## config.mk

```make
export PLATFORM = sky130hd
export DESIGN_NAME = msort_ram
export DESIGN_NICKNAME = d
export VERILOG_FILES = /design/src/rtl/msort_pkg.sv /design/src/rtl/msort_ram.sv
export SDC_FILE = /design/constraint.sdc
export NUM_CORES = 2
export LEC_CHECK = 0
export BUFFER_PORTS_ARGS = -buffer_cell sky130_fd_sc_hd__buf_2
export CELL_PAD_IN_SITES_DETAIL_PLACEMENT = 1
export CELL_PAD_IN_SITES_GLOBAL_PLACEMENT = 1
export CORE_ASPECT_RATIO = 0.6
export CORE_UTILIZATION = 45
export CTS_BUF_LIST = sky130_fd_sc_hd__clkbuf_4 sky130_fd_sc_hd__clkbuf_8 sky130_fd_sc_hd__clkbuf_16
export DETAILED_ROUTE_END_ITERATION = 8
export PLACE_DENSITY = 0.77
export SLEW_MARGIN = 5
export SYNTH_ARGS = -nofsm -noshare
export SYNTH_HDL_FRONTEND = slang
export SYNTH_SLANG_ARGS = --single-unit
```

## constraint.sdc

```tcl
create_clock -name clk -period 4.8 [get_ports clk]
set_input_delay 0.72 -clock clk [delete_from_list [all_inputs] [get_ports clk]]
set_output_delay 0.72 -clock clk [all_outputs]
set_load 0.1 [all_outputs]
```

## src/rtl/msort_pkg.sv

```systemverilog
`default_nettype none
package msort_pkg;

  // element width and default capacity
  localparam int DATA_W        = 32;
  localparam int MAX_ITEMS_DEF = 64;

  typedef logic signed [DATA_W-1:0] data_t;

endpackage
`default_nettype wire

```

## src/rtl/msort_ram.sv

```systemverilog
`default_nettype none
// Simple dual-port RAM, one write and one registered read per cycle
module msort_ram #(
  parameter int WIDTH = msort_pkg::DATA_W,
  parameter int DEPTH = msort_pkg::MAX_ITEMS_DEF,
  localparam int AW   = (DEPTH > 1) ? $clog2(DEPTH) : 1
) (
  input  wire logic             clk,
  input  wire logic             we,
  input  wire logic [AW-1:0]    waddr,
  input  wire logic [WIDTH-1:0] wdata,
  input  wire logic             re,
  input  wire logic [AW-1:0]    raddr,
  output logic      [WIDTH-1:0] rdata
);

  logic [WIDTH-1:0] mem [DEPTH];

  always_ff @(posedge clk) begin
    if (we) begin
      mem[waddr] <= wdata;
    end
  end

  // read data holds while re is low
  always_ff @(posedge clk) begin
    if (re) begin
      rdata <= mem[raddr];
    end
  end

endmodule
`default_nettype wire

```

# Yosys cells after proc, flatten, opt, wreduce, memory -nomap -nowiden
# Memory sizes are Yosys's and may differ from the RTL's. A register that Yosys moved wholly into a read port is not among the register bits.
# Cells that the tools add are included.
# word_totals
ff_bits	0
ramBits	2048
out_inout_bits	32
mem_count	1
input_bits	47
word_cells	3
latch_bits	0
romBits	0
# classes
n_reduce_logical	0
n_eq_ne	0
n_mux	2
n_shift	0
bitwise_logic	0
multipliers	0
n_lt_le_gt_ge	0
n_div	0
n_addsub	0
# mem_list
name	depth	word_bits	read_ports	rd_clocked_by_memory_dff	wr	line_no	rtl
mem	64	32	1	1	1	msort_ram.sv:17	logic [WIDTH-1:0] mem [DEPTH];
# op_table
cell	n
$mux W1	2

# Longest topological paths before layout
# logic_depth
word_depth	2
depth_mapped	10
mapped_depth_nobuf	5

# Least setup slack after synthesis
# Ideal clock, no wire load.
# synth_path
kind	input -> register
startpoint	input port waddr[3]
endpoint	memory mem[48][0] (netlist name), enable pin
path_stages	4
arrival_ns	3.419
setup_slack_ns	0.920
setup_ns	0.461
n_path_buf	1
required_time_ns	4.339
path_cell_list	clkbuf_1 > nor2b_1 > nand4b_1 > nor3_1
# synth_rtl
item	line_no	rtl
start: declaration	msort_ram.sv:10	input wire logic [AW-1:0] waddr,
end: declaration	msort_ram.sv:17	
# Straight into the memory's write port.

==> impl_metrics.csv <==
group,metric,value,unit
outcome,outcome,"completed",
cts,clk_pin_slew,0.07,ns
logic_synthesis,synth_area,78800,sq um
cells_and_area,final_layout_size_suffix_gt1_frac,0.304,
cts,cts_tree,"yes",
floorplan,fp.dieW,542,microns
critical_path,regToRegStartpoint,"mem[44][30]",
floorplan,fp.dieH,326,microns
power,ir_drop,0.000378,V
drt,drt-total-wl,223000,microns
critical_path,worstReg2RegEnd,"rdata[30]",
cts,post_cts_resized,0,
cts,cts_root_buf,"clkbuf_16",
logic_synthesis,synth_seq_area_share,0.792,
timing,hold_violations,0,
grt,grt_max_degree,68,
critical_path,crit_path_start_kind,"primary input",
logic_synthesis,syn-num-nets,3371,
cells_and_area,nets,3621,
critical_path,worstPathRequired,5.33,ns
cts,hold_buffers,0,
grt,antenna_found_initial,20,
timing,min_period,3.29,ns
cells_and_area,final_cell_mix,"2080 x edfxtp_1, 544 x mux4_2, 187 x clkbuf_16",
timing,finalMaxSlewViolations,0,
critical_path,critical_path.endpoint,"rdata[16]",
timing,slew_headroom,0.107,
cells_and_area,final_cells,6042,
power,p_leak,27.5,nW
place,port_buffers,78,
place,placed_cells,5732,
drt,drtIter0Drc,5963,
floorplan,die_area,177000,sq um
min_path,min_path_type,"primary input to flop",
logic_synthesis,synth-seq-cells,2080,
drt,drc,0,
place,place_worst_setup_slack,0.687,ns
cells_and_area,fillers,14953,
timing,fin_ws,1.51,ns
critical_path,critical_path.max_fanout,62,
place,hpwl,132000,microns
power,powerDensity,408,nW/um^2
cts,clock_path_buffers,4,
critical_path,reg2reg_depth,5,
logic_synthesis,ys_warn_count,0,
place,place_congestion,0.803,
logic_synthesis,synthCells,3324,
drt,antenna_left,0,
critical_path,startpoint,"raddr[0]",
cts,postCtsSetupBuffers,0,
timing,setup-violations-final,0,
floorplan,ioPinCount,79,
floorplan,start_util,0.455,
cts,worstSkewPairLatency,0.80,ns
timing,fin_tns_setup,0,ns
cts,htree_levels,4,
cts,numCtsBuffers,180,
critical_path,crit_path_end_kind,"flop",
floorplan,row_count,118,
critical_path,cp.arrival,3.82,ns
drt,dr.pass1.iters,7,
grt,grt_usage,0.253,
grt,grt_pass1_vias,39985,
timing,worst_pin_slew,1.34,ns
job,drv_cap,0,
cts,cts.sinks,2080,
grt,grt.overflow.total,0,
timing,max_freq,304,MHz
floorplan,core-area,173000,sq um
timing,fin_crit_sh,0.685,
drt,wl_per_cell,36.9,microns
critical_path,reg2reg_slack,2.32,ns
logic_synthesis,synth_cell_types,33,
timing,rsz0062_at_grt,"no",
drt,vias_per_cell,6.41,
cells_and_area,final_common_cell,"edfxtp_1",
critical_path,crit_type,"primary input to flop",
grt,grt_first_pass_wirelength,310000,microns
cells_and_area,areaGrowthSynthToFinish,13.1,%
logic_synthesis,syn_area_per_cell,23.7,sq um
drt,num_vias,38714,
timing,finClkSkew,0.0452,ns
[per-layer routing]
metal / wire, microns / GRT usage / up-vias / part of all wire
met3: 28500 / 0.0748 / 297 / 0.13
met2: 99200 / 0.372 / 2630 / 0.44
met1: 90100 / 0.374 / 21010 / 0.40
met4: 5210 / 0.0589 / 12 / 0.023
li1: - / - / 14765 / -
met5: 69 / 0 / - / 0.00031
[worst min path at each step]
| stage | start | end | slack (ns) | cells after the start |
|---|---|---|---|---|
| after floorplan | mem[12][17] | rdata[17] | 0.75 | 4 |
| after global placement | mem[12][4] | rdata[4] | 0.80 | 4 |
| after detailed placement | mem[12][4] | rdata[4] | 0.84 | 4 |
| after CTS | wdata[13] | mem[32][13] | 0.59 | 2 |
| after global routing | raddr[4] | rdata[16] | 0.61 | 3 |
| final | wdata[13] | mem[44][13] | 0.63 | 2 |
[state kept, by name, indices dropped and copies added, names as in the netlist]
signal / cells
rdata: 32
mem: 2048
[stage by stage]
stage,utilization,area (sq um),power [W],hold WS [ns]
6_report,0.515,89100,0.0364,0.626
5_1_grt,0.515,89100,0.0372,0.611
4_1_cts,0.515,89100,0.0365,0.592
2_1_floorplan,-,78800,0.0217,0.750
3_5_place_dp,0.483,83600,0.0227,0.840
3_3_place_gp,0.483,83600,0.0226,0.799
[synth_stat cells (all sizes together)]
cell type	n	share of area
a21oi	62	0.0039
a22oi	12	0.0011
a311oi	8	0.00089
a31oi	1	0.000079
a41o	4	0.00051
and2	2	0.00016
and3	4	0.00032
buf	108	0.0077
clkbuf	74	0.0035
edfxtp	2080	0.79
mux2i	93	0.012
mux4	544	0.16
nand2	26	0.0012
nand2b	8	0.00063
nand3	5	0.00032
nand3b	5	0.00048
nand4	2	0.00016
nand4b	1	0.00011
nor2	137	0.0065
nor2b	15	0.0012
nor3	7	0.00044
o221ai	27	0.0030
o22ai	84	0.0067
o32ai	4	0.00044
or2	3	0.00024
or3	3	0.00024
or3b	5	0.00056
[area by class of cell]
type | count | area (sq um) | share of cell area
Tap cell | 2340 | 2930 | 0.0328
Clock inverter | 78 | 523 | 0.00587
Antenna cell | 5 | 12.5 | 0.000140
Sequential cell | 2080 | 62500 | 0.701
Clock buffer | 227 | 4980 | 0.0559
Timing Repair Buffer | 250 | 2260 | 0.0253
Multi-Input combinational cell | 1062 | 16000 | 0.179
[kinds of logic after synthesis]
logic type             after synthesis  synth area share
buffers and inverters              182            0.0112
AOI/OAI and AO/OA                  202            0.0167
DFF                               2080             0.792
muxes                              637             0.167
and+or+nand+nor                    223            0.0126
[power by group]
group / switching [W] / total [W] / internal (W)
logic: 0.00136 / 0.00205 / 0.000689
registers: 0.0000921 / 0.0202 / 0.0201
clock network: 0.00639 / 0.0141 / 0.00769
[critical path: stages]
cell and delay (ns):
buf_8 0.65, buf_12 0.31, buf_4 0.24, mux4_2 0.53
mux4_2 0.49, o22ai_1 0.62, nor2_1 0.11
No activity file was read; power rests on OpenSTA's default activity.
